## config.mk

```make
export PLATFORM = sky130hd
export DESIGN_NAME = lzwe_out_queue
export DESIGN_NICKNAME = d
export VERILOG_FILES = /design/src/rtl/core/lzwe_pkg.sv /design/src/rtl/core/lzwe_out_queue.sv
export SDC_FILE = /design/constraint.sdc
export NUM_CORES = 1
export LEC_CHECK = 0
export ABC_CLOCK_PERIOD_IN_PS = 2250
export BUFFER_PORTS_ARGS = -buffer_cell sky130_fd_sc_hd__buf_2
export CORE_MARGIN = 3
export CORE_UTILIZATION = 55
export CTS_BUF_LIST = sky130_fd_sc_hd__clkbuf_16
export CTS_CLUSTER_DIAMETER = 100
export CTS_CLUSTER_SIZE = 40
export DETAILED_ROUTE_END_ITERATION = 8
export PLACE_DENSITY = 0.77
export SLEW_MARGIN = 20
export SYNTH_ARGS = -nofsm -noshare
export SYNTH_HDL_FRONTEND = slang
export SYNTH_SLANG_ARGS = --single-unit
```

## constraint.sdc

```tcl
create_clock -name aclk -period 2.25 [get_ports aclk]
set_clock_uncertainty 0.1 [all_clocks]
set_input_delay 0.225 -clock aclk [delete_from_list [all_inputs] [get_ports aclk]]
set_output_delay 0.225 -clock aclk [all_outputs]
set_load 0.01 [all_outputs]
```

## src/rtl/core/lzwe_pkg.sv

```systemverilog
package lzwe_pkg;

    localparam int DICT_DEPTH  = 4096;
    localparam int CODE_WIDTH  = 12;
    localparam int BYTE_W      = 8;
    localparam int FIRST_FREE  = 256;

    // Highest number of codes in use: the smaller of the store and the code space.
    localparam int CODE_LIMIT  = (DICT_DEPTH < (1 << CODE_WIDTH)) ? DICT_DEPTH
                                                                 : (1 << CODE_WIDTH);
    localparam int LIMIT_BITS  = $clog2(CODE_LIMIT);
    localparam int FREE_W      = LIMIT_BITS + 1;
    // Hash table at twice the entry count keeps probe chains short.
    localparam int HASH_BITS   = LIMIT_BITS + 1;
    localparam int KEY_W       = CODE_WIDTH + BYTE_W;
    localparam int OUT_TDATA_W = ((CODE_WIDTH + 7) / 8) * 8;

    localparam int IQ_DEPTH    = 4;
    localparam int IQ_AW       = $clog2(IQ_DEPTH);
    localparam int OQ_DEPTH    = 4;
    localparam int OQ_AW       = $clog2(OQ_DEPTH);

    typedef struct packed {
        logic              first;
        logic              last;
        logic [BYTE_W-1:0] data;
    } item_t;

    typedef struct packed {
        logic                  last;
        logic [CODE_WIDTH-1:0] code;
    } code_beat_t;

    typedef struct packed {
        logic [HASH_BITS-1:0] slot;
        logic [KEY_W-1:0]     key;
    } entry_t;

    function automatic logic [HASH_BITS-1:0] pair_hash(input logic [CODE_WIDTH-1:0] pfx,
                                                        input logic [BYTE_W-1:0] b);
        logic [HASH_BITS-1:0] hp;
        logic [HASH_BITS-1:0] hb;
        hp = HASH_BITS'(pfx);
        hb = HASH_BITS'(b) << (HASH_BITS - BYTE_W);
        return hp ^ hb ^ HASH_BITS'(b);
    endfunction

endpackage

```

## src/rtl/core/lzwe_out_queue.sv

```systemverilog
module lzwe_out_queue
    import lzwe_pkg::*;
(
    input  logic                   aclk,
    input  logic                   aresetn,
    input  logic                   push,
    input  code_beat_t             push_beat,
    output logic                   room2,
    output logic                   m_tvalid,
    input  logic                   m_tready,
    output logic [OUT_TDATA_W-1:0] m_tdata,
    output logic                   m_tlast
);

    code_beat_t         q_mem [OQ_DEPTH];
    logic [OQ_AW-1:0]   wr_ptr_reg, wr_ptr_next;
    logic [OQ_AW-1:0]   rd_ptr_reg, rd_ptr_next;
    logic [OQ_AW:0]     count_reg, count_next;
    logic               pop;
    code_beat_t         head;

    assign head     = q_mem[rd_ptr_reg];
    assign m_tvalid = (count_reg != '0);
    assign m_tdata  = OUT_TDATA_W'(head.code);
    assign m_tlast  = head.last;
    assign pop      = m_tvalid && m_tready;
    assign room2    = (count_reg <= (OQ_AW+1)'(OQ_DEPTH - 2));

    always_comb begin
        wr_ptr_next = push ? wr_ptr_reg + 1'b1 : wr_ptr_reg;
        rd_ptr_next = pop  ? rd_ptr_reg + 1'b1 : rd_ptr_reg;
        count_next  = count_reg + (OQ_AW+1)'(push) - (OQ_AW+1)'(pop);
    end

    always_ff @(posedge aclk) begin
        if (push) begin
            q_mem[wr_ptr_reg] <= push_beat;
        end
    end

    always_ff @(posedge aclk) begin
        if (!aresetn) begin
            wr_ptr_reg <= '0;
            rd_ptr_reg <= '0;
            count_reg  <= '0;
        end else begin
            wr_ptr_reg <= wr_ptr_next;
            rd_ptr_reg <= rd_ptr_next;
            count_reg  <= count_next;
        end
    end

endmodule

```

Yosys cells after proc, flatten, opt, wreduce, memory -nomap -nowiden
Memories as Yosys holds them, arrays and structs flattened. A register that Yosys moved wholly into a read port is not among the register bits.
Index checks and enable logic that the tools add are counted.
{ "op_classes": {"mux": 4, "magnitude_cmp": 1, "n_addsub": 4, "n_reduce_logical": 2} }
{ "ops": {"columns": ["operator", "count"], "rows": [
  ["adder 2 x 1 -> 2 bit, second input constant", 2],
  ["2-to-1 mux 2 bit", 2],
  ["adder 3 x 1 -> 3 bit", 1],
  ["<= comparator 3 x 2 -> 1 bit, second input constant", 1],
  ["nonzero test 3 bit", 1],
  ["subtractor 3 x 1 -> 3 bit", 1],
  ["2-to-1 mux 1 bit", 2],
  ["logical AND 1 bit", 1]
]} }
{ "totals": {"ff_bits": 7, "output_inout_bits": 19, "mem_count": 1, "mem_bits_rw": 52, "inputBits": 17} }
{ "memory_table": {"columns": ["memory", "words", "width", "rd", "rd_ports_with_merged_regs", "write_ports", "line_no", "source"], "rows": [
  ["q_mem", 4, 13, 1, 1, 1, "lzwe_out_queue.sv:15", "code_beat_t q_mem [OQ_DEPTH];"]
]} }

Longest topological paths before layout
{ "logic_depth": {"word_depth": 4, "mapped_depth": 8, "ltp_nobuf": 8} }

Least setup slack after synthesis
Ideal clock, no wire load.
{ "synth_timing": {"path_kind": "register to register", "start": "reg count_reg[1]", "end": "reg count_reg[2]", "arrival_time_ns": 1.820, "t_required_ns": 2.035, "setup_slack_ns": 0.216, "n_path_buf": 0, "synth_period_minus_slack_ns": 2.034, "setup_ns": 0.115, "stages_incl_launch_ff": 9, "cell_sequence": "dfxtp_1 o31a_1 ha_1 inv_1 ha_1 inv_1 fa_1 xor2_1 and2_1"} }
{ "synth_via": {"elab_chain_len": 3, "elab_cells_between_ends": 4} }
{ "synth_rtl": {"columns": ["item", "line_no", "source"], "rows": [
  ["start, declared", "lzwe_out_queue.sv:18", "logic [OQ_AW:0] count_reg, count_next;"],
  ["start signal, assigned", "lzwe_out_queue.sv:49", "count_reg <= count_next;"],
  ["nonzero test 3 bit", "lzwe_out_queue.sv:23", "assign m_tvalid = (count_reg != '0);"],
  ["logical AND 1 bit", "lzwe_out_queue.sv:26", "assign pop = m_tvalid && m_tready;"],
  ["net pop", "lzwe_out_queue.sv:19", "logic pop;"],
  ["subtractor 3 x 1 -> 3 bit", "lzwe_out_queue.sv:32", "count_next = count_reg + (OQ_AW+1)'(push) - (OQ_AW+1)'(pop);"]
]} }
The timed path passes the listed nets, and every way through them passes these cells.
A chain may end at the register's enable or synchronous reset.

Worst setup path in the final report
Ends and elaborated chain as after synthesis.

==> flow_summary.yaml <==
status:
  status: "complete, no violations"
synth:
  ys_seq_area_frac: 0.727
  synth.most_common_cell: "edfxtp_1"
  synth_top_area_share: 0.652
  yosys.area_share.simple: 0.0340
  async_reset_ff_frac: 0
  synthTopCellsByCount: "edfxtp_1, mux4_2, dfxtp_1"
  synth_area_leader_cell: "edfxtp_1"
  ys_types: 21
  synth-seq-cells: 61
  synthXorXnorAreaFrac: 0.00731
  ys.warnings.count: 0
  netlist_instances: 119
  synth_enable_flop_cells: 52
  synthTopCellsByArea: "edfxtp_1, mux4_2, dfxtp_1"
  synth-adder-area-share: 0.0449
  syn_area_per_cell_um2: 20.1
  synth_area_um2: 2390
  synth_compound_area_frac: 0.0110
  ys.flop_type: "edfxtp_1"
  synth_top_family_by_area: "multiplexers"
  synth_mux_area_frac: 0.144
timing:
  fin_ws_ns: 0.110
  tightestPinTransition_ns: 0.673
  maxSlewViolCount: 0
  setup_viol: 0
  tns_ns: 0
  holdWs_ns: 0.0164
  hold_viol: 0
  period_share: 0.951
  rsz0062_at_grt: "no"
  relSlewSlack: 0.552
  max_freq_mhz: 467
  period_minus_slack_ns: 2.14
critical_path:
  path_buf_inv: 2
  path_delay_family: "adder cells"
  critical_path.max_fanout: 5
  required_ns: 2.36
  crit_path_end_kind: "flip-flop"
  path_class: "reg -> reg"
  cp-start-kind: "flip-flop"
  cp_slowest_stage_delay_ns: 0.37
  path_cells: "o31a_1 -> ha_1 -> inv_1 -> ha_1 -> inv_1 -> fa_1 -> xor2_1 -> and2_1"
  worstPathArrival_ns: 2.25
  cpMaxStageDelayCell: "fa_1"
placed_design:
  numPlacedInstances: 201
  io_buffers: 31
  routabilityCongestion: 0.655
  place_area_um2: 2610
  hpwl_mm: 2.35
  preCtsSetupSlack_ns: 0.103
clock_network:
  clock-sinks: 61
  cts_buffers: 9
  cts_tree: "yes"
  postCtsHoldBufs: 0
  cts.clk_slew.worst_paths_ns: 0.05
  clk_latency_ns: 0.32
  post_cts_resize_count: 0
  htree_levels: 3
  root_buffer: "clkbuf_16"
  postCtsSetupRepairBufs: 0
  clockBufferDepth: 2
worst_hold_path:
  holdCritPathClass: "in -> reg"
power:
  power.internal_mw: 2.81
  ir_drop_uv: 775
  pwr-share-clk: 0.455
  powerDensity_nw_per_um2: 1210
  p_comb_frac: 0.162
  power.total_mw: 3.61
  leakagePower_nw: 1.12
  power.switching_mw: 0.794
  sw_frac_of_total: 0.220
  p_seq_frac: 0.383
cells_and_area:
  syn_to_final_growth_pct: 24.0
  post-route-util: 0.727
  largest_reg_flops: 52
  finish.instance_area_um2: 2970
  fillers: 256
  drive_gt1_frac: 0.371
  nets: 187
  multiInputGateArea_um2: 592
  layoutNonFillerInstCount: 217
  final-seq-area_um2: 1740
  diodes: 0
detailed_routing:
  drtIter0Drc: 76
  vias: 1147
  wl_mm: 3.71
  routed_via_density: 5.29
  avgRoutedWirePerCell_um: 17.1
  routed.top_layer: "met4"
  route.met3.wl_um: 225
  ant_nets: 0
  route.met2.wl_mm: 1.93
  m1WireLength_mm: 1.45
  dr.pass1.iters: 4
  drc: 0
global_routing:
  grt_start_max_net_pins: 14
  grt_pass1_vias: 1332
  antenna_found_initial: 0
  grt-ovfl-total: 0
  grt_usage: 0.175
  grt_pass1_wl_mm: 6.36
flow_run:
  maxCapViolCount: 0
die:
  row_count: 23
  die_w_um: 72.0
  die_y_um: 72.0
  die_area_um2: 5180
  start_util: 0.586
  core_area_um2: 4090
  io_pins: 36
==> cells in the final DEF (no fill, tap or decap), drive strengths merged, types with 7 or more instances in the layout <==
cell | netlist | routed
edfxtp | 52 | 52
buf | 6 | 35
mux4 | 13 | 13
dfxtp | 9 | 9
clkbuf | 0 | 9
inv | 7 | 7
and2 | 7 | 7
ha | 7 | 7
==> power groups by stage <==
stage,Combinational (mW),Clock (mW),Sequential (mW)
2_1_floorplan,0.429,0,1.38
3_3_place_gp,0.571,0,1.39
3_5_place_dp,0.594,0,1.40
4_1_cts,0.600,1.67,1.38
5_1_grt,0.651,1.72,1.39
6_report,0.584,1.64,1.38
==> layout make-up <==
cell class	count	area share
clock buffers	9	0.0758
clock inverters	7	0.0463
inverters	7	0.00885
multi-input cells	48	0.199
flip-flops and latches	61	0.586
well taps	50	0.0211
repair buffers	35	0.0623
==> per-layer routing <==
metal | track usage | vias up
met1 | 0.185 | 560
met3 | 0.0554 | 10
met5 | 0 | -
met2 | 0.302 | 37
li1 | - | 540
met4 | 0.109 | 0
==> cell families after synthesis <==
logic type               after synthesis
flip-flops                            61
multiplexers                          17
AND/OR/NAND/NOR                       14
buffers and inverters                 13
adder cells (fa/ha/maj)                8
AO/OA/AOI/OAI                          3
XOR/XNOR                               2
other                                  1
==> path summary, 6_finish.rpt <==
kind | cells after the start | slack [ns] | endpoint | from
worst max register to register | 8 | 0.11 | count_reg[2] | count_reg[1]
worst max-delay path | 8 | 0.11 | count_reg[2] | count_reg[1]
worst min-delay path | 1 | 0.02 | q_mem[1][8] | push_beat[8]
worst min register to register | 2 | 0.40 | rd_ptr_reg[0] | rd_ptr_reg[0]
Power figures use the tool's default switching activity.
