$ cat src/rtl/core/lzwe_pkg.sv
package lzwe_pkg;

    localparam int DICT_DEPTH  = 4096;
    localparam int CODE_WIDTH  = 12;
    localparam int BYTE_W      = 8;
    localparam int FIRST_FREE  = 256;

    // Highest number of codes in use: the smaller of the store and the code space.
    localparam int CODE_LIMIT  = (DICT_DEPTH < (1 << CODE_WIDTH)) ? DICT_DEPTH
                                                                 : (1 << CODE_WIDTH);
    localparam int LIMIT_BITS  = $clog2(CODE_LIMIT);
    localparam int FREE_W      = LIMIT_BITS + 1;
    // Hash table at twice the entry count keeps probe chains short.
    localparam int HASH_BITS   = LIMIT_BITS + 1;
    localparam int KEY_W       = CODE_WIDTH + BYTE_W;
    localparam int OUT_TDATA_W = ((CODE_WIDTH + 7) / 8) * 8;

    localparam int IQ_DEPTH    = 4;
    localparam int IQ_AW       = $clog2(IQ_DEPTH);
    localparam int OQ_DEPTH    = 4;
    localparam int OQ_AW       = $clog2(OQ_DEPTH);

    typedef struct packed {
        logic              first;
        logic              last;
        logic [BYTE_W-1:0] data;
    } item_t;

    typedef struct packed {
        logic                  last;
        logic [CODE_WIDTH-1:0] code;
    } code_beat_t;

    typedef struct packed {
        logic [HASH_BITS-1:0] slot;
        logic [KEY_W-1:0]     key;
    } entry_t;

    function automatic logic [HASH_BITS-1:0] pair_hash(input logic [CODE_WIDTH-1:0] pfx,
                                                        input logic [BYTE_W-1:0] b);
        logic [HASH_BITS-1:0] hp;
        logic [HASH_BITS-1:0] hb;
        hp = HASH_BITS'(pfx);
        hb = HASH_BITS'(b) << (HASH_BITS - BYTE_W);
        return hp ^ hb ^ HASH_BITS'(b);
    endfunction

endpackage

$ cat src/rtl/core/lzwe_front.sv
module lzwe_front
    import lzwe_pkg::*;
(
    input  logic              aclk,
    input  logic              aresetn,
    input  logic              s_tvalid,
    output logic              s_tready,
    input  logic [BYTE_W-1:0] s_tdata,
    input  logic              s_tlast,
    output logic              item_valid,
    input  logic              item_pop,
    output item_t             item
);

    item_t              q_mem [IQ_DEPTH];
    logic [IQ_AW-1:0]   wr_ptr_reg, wr_ptr_next;
    logic [IQ_AW-1:0]   rd_ptr_reg, rd_ptr_next;
    logic [IQ_AW:0]     count_reg, count_next;
    logic               start_reg, start_next;
    logic               push;
    logic               pop;

    assign s_tready   = (count_reg != (IQ_AW+1)'(IQ_DEPTH));
    assign push       = s_tvalid && s_tready;
    assign item_valid = (count_reg != '0);
    assign pop        = item_pop && item_valid;
    assign item       = q_mem[rd_ptr_reg];

    always_comb begin
        wr_ptr_next = push ? wr_ptr_reg + 1'b1 : wr_ptr_reg;
        rd_ptr_next = pop  ? rd_ptr_reg + 1'b1 : rd_ptr_reg;
        count_next  = count_reg + (IQ_AW+1)'(push) - (IQ_AW+1)'(pop);
        // The beat after a last beat opens a new stream.
        start_next  = push ? s_tlast : start_reg;
    end

    always_ff @(posedge aclk) begin
        if (push) begin
            q_mem[wr_ptr_reg] <= '{first: start_reg, last: s_tlast, data: s_tdata};
        end
    end

    always_ff @(posedge aclk) begin
        if (!aresetn) begin
            wr_ptr_reg <= '0;
            rd_ptr_reg <= '0;
            count_reg  <= '0;
            start_reg  <= 1'b1;
        end else begin
            wr_ptr_reg <= wr_ptr_next;
            rd_ptr_reg <= rd_ptr_next;
            count_reg  <= count_next;
            start_reg  <= start_next;
        end
    end

endmodule

$ cat config.mk
export PLATFORM = sky130hd
export DESIGN_NAME = lzwe_front
export DESIGN_NICKNAME = d
export VERILOG_FILES = /design/src/rtl/core/lzwe_pkg.sv /design/src/rtl/core/lzwe_front.sv
export SDC_FILE = /design/constraint.sdc
export NUM_CORES = 1
export LEC_CHECK = 0
export CORE_ASPECT_RATIO = 1.2
export CORE_UTILIZATION = 45
export CTS_CLUSTER_SIZE = 24
export DETAILED_ROUTE_END_ITERATION = 10
export DONT_BUFFER_PORTS = 1
export PLACE_DENSITY = 0.63
export SLEW_MARGIN = 10
export SYNTH_ARGS = -nofsm -noshare
export SYNTH_HDL_FRONTEND = slang
export SYNTH_SLANG_ARGS = --single-unit
export TNS_END_PERCENT = 1
$ cat constraint.sdc
create_clock -name aclk -period 5.89 [get_ports aclk]
set_input_delay 0.2945 -clock aclk [delete_from_list [all_inputs] [get_ports aclk]]
set_output_delay 0.2945 -clock aclk [all_outputs]
set_load 0.02 [all_outputs]
### After elaboration in Yosys (flattened, before gate mapping)

Memories as Yosys holds them, arrays and structs flattened. A register that Yosys moved wholly into a read port is not among the register bits.
Cells that the tools add are included.

| word-level totals | value |
|---|---|
| bits in writable memories | 40 |
| register bits after elaboration | 8 |
| input port bits | 13 |
| output and inout bits | 12 |
| memories | 1 |

Memory list:

| memory | depth | bits a word | read ports | clocked after memory_dff | wr ports | RTL line | source |
|---|---|---|---|---|---|---|---|
| q_mem | 4 | 10 | 1 | 1 | 1 | lzwe_front.sv:15 | `item_t q_mem [IQ_DEPTH];` |

| operators by class | value |
|---|---|
| equal/unequal tests | 1 |
| reduce and logical (&&, ||, !) cells | 3 |
| add/sub/neg operators | 4 |
| multiplexer cells | 4 |

Operators by type and width:

| operator | count |
|---|---|
| adder 2 x 1 -> 2 bit (second input constant) | 2 |
| 2-to-1 mux 2 bit | 2 |
| adder 3 x 1 -> 3 bit | 1 |
| != test 3 bit (second input constant) | 1 |
| nonzero test 3 bit | 1 |
| subtractor 3 x 1 -> 3 bit | 1 |
| logical AND 1 bit | 2 |
| 2-to-1 mux 1 bit | 2 |

### Depth between registers and ports, before layout

Gate-level depths: netlist (run 1).

| logic depth | value |
|---|---|
| word-level depth | 4 |
| gate-level depth with buffers | 11 |

### Least setup slack after synthesis (run 1)

Ideal clock, no wire load.

| path | value |
|---|---|
| path kind | register -> register |
| start point | register count_reg[1] |
| end point | register count_reg[2] |
| path buffers | 0 |
| library setup time | 0.115 ns |
| cell stages (with the launch flop) | 12 |
| data arrival time | 2.143 ns |
| slack | 3.632 ns |
| path through | dfxtp_1 nor2_1 a21boi_4 inv_1 ha_1 inv_1 ha_1 inv_1 fa_1 xnor2_1 xnor2_1 and2_1 |

| between the ends | value |
|---|---|
| word-level cells in the longest chain between the ends | 4 |

Ends and longest elaborated chain:

| what | RTL line | source |
|---|---|---|
| start: declaration | lzwe_front.sv:18 | `logic [IQ_AW:0] count_reg, count_next;` |
| start signal: assignment | lzwe_front.sv:52 | `count_reg <= count_next;` |
| != test 3 bit | lzwe_front.sv:23 | `assign s_tready = (count_reg != (IQ_AW+1)'(IQ_DEPTH));` |
| logical AND 1 bit | lzwe_front.sv:24 | `assign push = s_tvalid && s_tready;` |
| adder 3 x 1 -> 3 bit | lzwe_front.sv:32 | `count_next = count_reg + (IQ_AW+1)'(push) - (IQ_AW+1)'(pop);` |
| subtractor 3 x 1 -> 3 bit (*) | lzwe_front.sv:32 |  |

Every way passes the cells marked *; elsewhere a longest branch is shown, timed or not.
A chain may end at the register's enable or synchronous reset.

### Worst setup path after layout (run 1)

Same ends and word-level chain as after synthesis.

==> flow_summary.json, run 1 <==
{
  "status": "complete, no violations",
  "synthSimpleGateAreaFrac": 0.0527,
  "core_area_um2": 4230,
  "overflow": 0,
  "synth_seq_area_share": 0.711,
  "final_common_cell": "edfxtp_1",
  "die_h_um": 74.5,
  "fmax_mhz": 415,
  "design.die.area_um2": 4650,
  "busiest_layer": "met2",
  "clkLatencyLatePin_ns": 0.29,
  "path_class": "reg -> reg",
  "hold_viol": 0,
  "crit_slowest_cell": "dfxtp_1",
  "async_flop_share": 0,
  "cp_cell_sequence": "nor2_1 > a21boi_4 > inv_1 > ha_1 > inv_1 > ha_1 > inv_1 > fa_1 > xnor2_1 > xnor2_1 > and2_1",
  "start_util": 0.466,
  "cp-end-kind": "flop",
  "grt_use_met3": 0.0475,
  "rsz0062_at_grt": "false",
  "yosysWarnings": 0,
  "io_buffer_count": 0,
  "first_global_vias": 882,
  "synth_mux_area_frac": 0.130,
  "netlist_area_um2": 1970,
  "irDropWorstVdd_mv": 0.214,
  "dp.cells": 157,
  "path_delay_family": "adder cells",
  "crit_path_frequent_cell": "inv_1",
  "period_needed_ns": 2.41,
  "maxCapViolCount": 0,
  "synth_flop_cell": "edfxtp_1",
  "cts_tree": "built",
  "gp_congestion": 0.627,
  "io_pins": 25,
  "num_antenna_cells": 0,
  "cts.sinks": 50,
  "nets": 128,
  "cts-buffers-inserted": 5,
  "synth.distinct_cells": 19,
  "finalNonFillerCells": 165,
  "grt_usage": 0.130,
  "h-tree-depth": 2,
  "drt-initial-drc-count": 25,
  "cts-root-buf": "clkbuf_8",
  "drtAntennaViolNets": 0,
  "syn_to_final_growth_pct": 7.30,
  "dr_total_vias": 857,
  "slowest_delay_ns": 0.46,
  "use_met2": 0.227,
  "rows": 26,
  "cp_data_arrival_time_ns": 2.60,
  "cts_max_path_buffers": 2,
  "fin_util": 0.500,
  "cp_data_required_time_ns": 6.08,
  "critPathMaxFanout": 8,
  "powerDensity_nw_per_um2": 418,
  "slew_headroom": 0.552,
  "place_hpwl_um": 1830,
  "synth-compound-area-share": 0.0229,
  "drt-vias-per-instance": 5.19,
  "clk_pin_slew_ns": 0.09,
  "drc_errors": 0,
  "syn_nets": 124,
  "cts_resized": 0,
  "die_w_um": 62.4,
  "post-cts-setup-buffers": 0,
  "p_leak_uw": 0.000691,
  "synth_cells": 104,
  "setup-violations-final": 0,
  "hold_ws_ns": 0.0913,
  "totalWireLength_um": 2670,
  "grt_pass1_wl_um": 4370,
  "grt_start_max_net_pins": 17,
  "antenna_found_initial": 0,
  "skew_ns": 0.00675,
  "fillers": 351,
  "largest_register_ffs": 40,
  "drive_gt1_frac": 0.193,
  "final_cell_mix": "40 x edfxtp_1, 10 x mux4_2, 10 x dfxtp_1",
  "finalCritPeriodShare": 0.409,
  "cp.buffers_inverters": 3,
  "synth_seq_cells": 50,
  "tightest_slew_ns": 0.671,
  "critPathLaunchType": "flop",
  "fin_tns_setup_ns": 0,
  "slew_viol_final": 0,
  "synth-edff-count": 40,
  "gr-usage-met1": 0.148,
  "syn-mean-instance-area_um2": 18.9,
  "synth_top_family_by_area": "multiplexers",
  "wl_per_cell_um": 16.2,
  "cts_hold_buf": 0,
  "synth_adder_area_share": 0.0483,
  "holdCritPathClass": "in -> reg",
  "drt-pass1-iter-count": 4,
  "synthXorXnorAreaFrac": 0.0178
}
synthesized netlist by cell type, types with 3 or more instances:
library cell | instances | area, µm²
inv_1 | 5 | 18.8
xnor2_1 | 4 | 35.0
ha_1 | 6 | 75.1
nand2_1 | 5 | 18.8
nor2b_1 | 5 | 31.3
edfxtp_1 | 40 | 1200
mux4_2 | 10 | 225
and2_1 | 7 | 43.8
dfxtp_1 | 10 | 200
mux2i_1 | 3 | 30.0
per-layer routing:
| layer | routed length [µm] | share of wire |
|---|---|---|
| met1 | 1080 | 0.40 |
| met2 | 1390 | 0.52 |
| met3 | 160 | 0.060 |
| met4 | 36 | 0.013 |
| met5 | 0 | 0 |
final cells by class:
cell class | count | area (µm²) | share of cell area
clock inverter | 3 | 21.3 | 0.0101
tap | 56 | 70.1 | 0.0331
inverter | 5 | 18.8 | 0.00888
multi-input combinational | 46 | 534 | 0.253
clock buffer | 5 | 68.8 | 0.0325
sequential | 50 | 1400 | 0.663
where the power goes:
group	leakage (µW)	switching [µW]	internal, µW
logic	0.000200	118	97.0
registers	0.000446	48.3	433
clock network	0.0000441	105	83.4
logic make-up after synthesis:
logic type,after synthesis
DFF,50
and+or+nand+nor,19
muxes,13
buffers and inverters,8
adders and majority gates,7
xor gates and xnor gates,4
AOI/OAI and AO/OA,3
worst reg2reg max path: cells and delay by family (launching register included):
family | cells | cell delay, ns
adders and majority gates | 3 | 0.82
DFF | 1 | 0.46
buffers and inverters | 3 | 0.18
AOI/OAI and AO/OA | 1 | 0.28
xor gates and xnor gates | 2 | 0.28
and+or+nand+nor | 2 | 0.29
stage by stage:
stage          area, µm²  setup slack, ns  total power (µW)
3_3_place_gp        2020             3.54               702
2_1_floorplan       1970             3.63               676
3_5_place_dp        2020             3.47               712
6_report            2110             3.48               885
4_1_cts             2110             3.45               899
5_1_grt             2110             3.31               937
path summary, 6_finish.rpt:
kind                            slack (ns)  cells past startpoint                  startpoint                    endpoint
worst max-delay path                  3.48                     11     count_reg[1]$_SDFF_PN0_     count_reg[2]$_SDFF_PN0_
worst min-delay path                  0.09                      0                  s_tdata[4]       q_mem[0][4]$_DFFE_PP_
worst max register to register        3.48                     11     count_reg[1]$_SDFF_PN0_     count_reg[2]$_SDFF_PN0_
worst min register to register        0.50                      2  wr_ptr_reg[1]$_SDFFE_PN0P_  wr_ptr_reg[1]$_SDFFE_PN0P_
(Power assumes the default switching activity.)
==> inputs of run 2 (changes only) <==
- clock period: 5.89 -> 2.25 ns (I/O delays scaled with it)
==> run 2 against run 1 <==
  * Via count grew 5.0%
  * Maximum frequency grew 13%
  * Non-clock buffer count grew 12
  * Hold slack lost 0.050 ns
  * Register-to-register slack lost 3.4 ns
  * Power grew to 2.7 times the previous value
==> flow_summary.json, run 2 (synthesis gave the netlist of run 1 again) <==
{
  "status": "complete, no violations",
  "grt_usage": 0.142,
  "period_needed_ns": 2.13,
  "dr_total_vias": 900,
  "use_met2": 0.244,
  "place_hpwl_um": 1870,
  "cp-end-kind": "flop",
  "overflow": 0,
  "hold_viol": 0,
  "maxCapViolCount": 0,
  "final_cell_mix": "40 x edfxtp_1, 10 x mux4_2, 10 x dlygate4sd3_1",
  "clk_pin_slew_ns": 0.08,
  "tightest_slew_ns": 0.545,
  "cp.buffers_inverters": 2,
  "nets": 140,
  "grt_pass1_wl_um": 4680,
  "core_area_um2": 4230,
  "grt_use_met3": 0.0445,
  "slowest_delay_ns": 0.38,
  "syn_to_final_growth_pct": 13.5,
  "num_antenna_cells": 0,
  "drt-initial-drc-count": 27,
  "place_ws_ns": 0.0424,
  "fin_ws_ns": 0.124,
  "critPathMaxFanout": 6,
  "cp_data_arrival_time_ns": 2.31,
  "skew_ns": 0.00834,
  "rsz0062_at_grt": "false",
  "cts.sinks": 50,
  "gr-usage-met1": 0.157,
  "drt-pass1-iter-count": 4,
  "rows": 26,
  "finalNonFillerCells": 177,
  "first_global_vias": 954,
  "slew_headroom": 0.637,
  "slew_viol_final": 0,
  "die_w_um": 62.4,
  "holdCritPathClass": "in -> reg",
  "cts_max_path_buffers": 2,
  "totalWireLength_um": 2760,
  "finalCritPeriodShare": 0.945,
  "drc_errors": 0,
  "cts_tree": "built",
  "drt-vias-per-instance": 5.08,
  "p_leak_uw": 0.000736,
  "antenna_found_initial": 0,
  "clkLatencyLatePin_ns": 0.29,
  "final_common_cell": "edfxtp_1",
  "gp_congestion": 0.622,
  "cts-root-buf": "clkbuf_8",
  "dp.cells": 159,
  "drive_gt1_frac": 0.215,
  "io_buffer_count": 0,
  "powerDensity_nw_per_um2": 1060,
  "cts-buffers-inserted": 5,
  "h-tree-depth": 2,
  "path_delay_family": "adder cells",
  "path_class": "reg -> reg",
  "setup-violations-final": 0,
  "busiest_layer": "met2",
  "io_pins": 25,
  "fin_tns_setup_ns": 0,
  "fin_util": 0.529,
  "cp_cell_sequence": "o31a_2 > ha_1 > inv_1 > ha_1 > inv_1 > fa_2 > xnor2_1 > xnor2_1 > and2_1",
  "design.die.area_um2": 4650,
  "grt_start_max_net_pins": 17,
  "die_h_um": 74.5,
  "critPathLaunchType": "flop",
  "wl_per_cell_um": 15.6,
  "cp_data_required_time_ns": 2.44,
  "crit_slowest_cell": "dfxtp_4",
  "drtAntennaViolNets": 0,
  "fmax_mhz": 470,
  "post-cts-setup-buffers": 0,
  "largest_register_ffs": 40,
  "irDropWorstVdd_mv": 0.672,
  "start_util": 0.466
}
-- run 2: cell types whose count changed in the layout (fill, tap and decap cells not counted), sizes merged --
cell,previous run,this run
dlygate4sd3,0,10
buf,0,2
clkbuf,5,6
clkinvlp,1,2
clkinv,2,0
-- run 2: cell type report --
cell class / count / area (µm²)
fill: 357 / 1990
tap: 56 / 70.1
clock inverter: 2 / 15.0
clock buffer: 6 / 72.6
inverter: 5 / 18.8
multi-input combinational: 46 / 539
timing repair buffer: 12 / 115
sequential: 50 / 1410
-- run 2: what timing repair did --
item / 4_1_cts / 5_1_grt
gates resized for setup: 0 / 4
endpoints found under the hold margin: 46 / 0
hold buffers: 10 / 0
setup endpoints to repair: 0 / 1
-- run 2: path summary, 6_finish.rpt --
| kind | start | endpoint | slack [ns] | cells after the start |
|---|---|---|---|---|
| max | count_reg[1]$_SDFF_PN0_ | count_reg[2]$_SDFF_PN0_ | 0.12 | 9 |
| min | aresetn | start_reg$_SDFFE_PN1P_ | 0.04 | 2 |
| max reg2reg | count_reg[1]$_SDFF_PN0_ | count_reg[2]$_SDFF_PN0_ | 0.12 | 9 |
| min reg2reg | wr_ptr_reg[1]$_SDFFE_PN0P_ | wr_ptr_reg[1]$_SDFFE_PN0P_ | 0.51 | 2 |
-- run 2: report_power, final --
group / internal (µW) / switching, µW
Sequential: 1140 / 88.7
Clock: 219 / 274
Combinational: 286 / 369
Total: 1650 / 732
-- run 2: routing by layer --
metal | routed length, µm | vias to the layer above
met5 | 0 | -
met4 | 42 | 0
met3 | 150 | 5
met2 | 1450 | 27
met1 | 1120 | 448
li1 | - | 420
-- run 2: metrics by stage --
step	cell area, µm²	power, µW	hold WS [ns]
after floorplan	1970	1770	0.211
after global placement	2040	1850	0.212
after detailed placement	2040	1890	0.211
after CTS	2230	2400	0.0350
after global routing	2240	2500	0.0578
final	2240	2380	0.0415
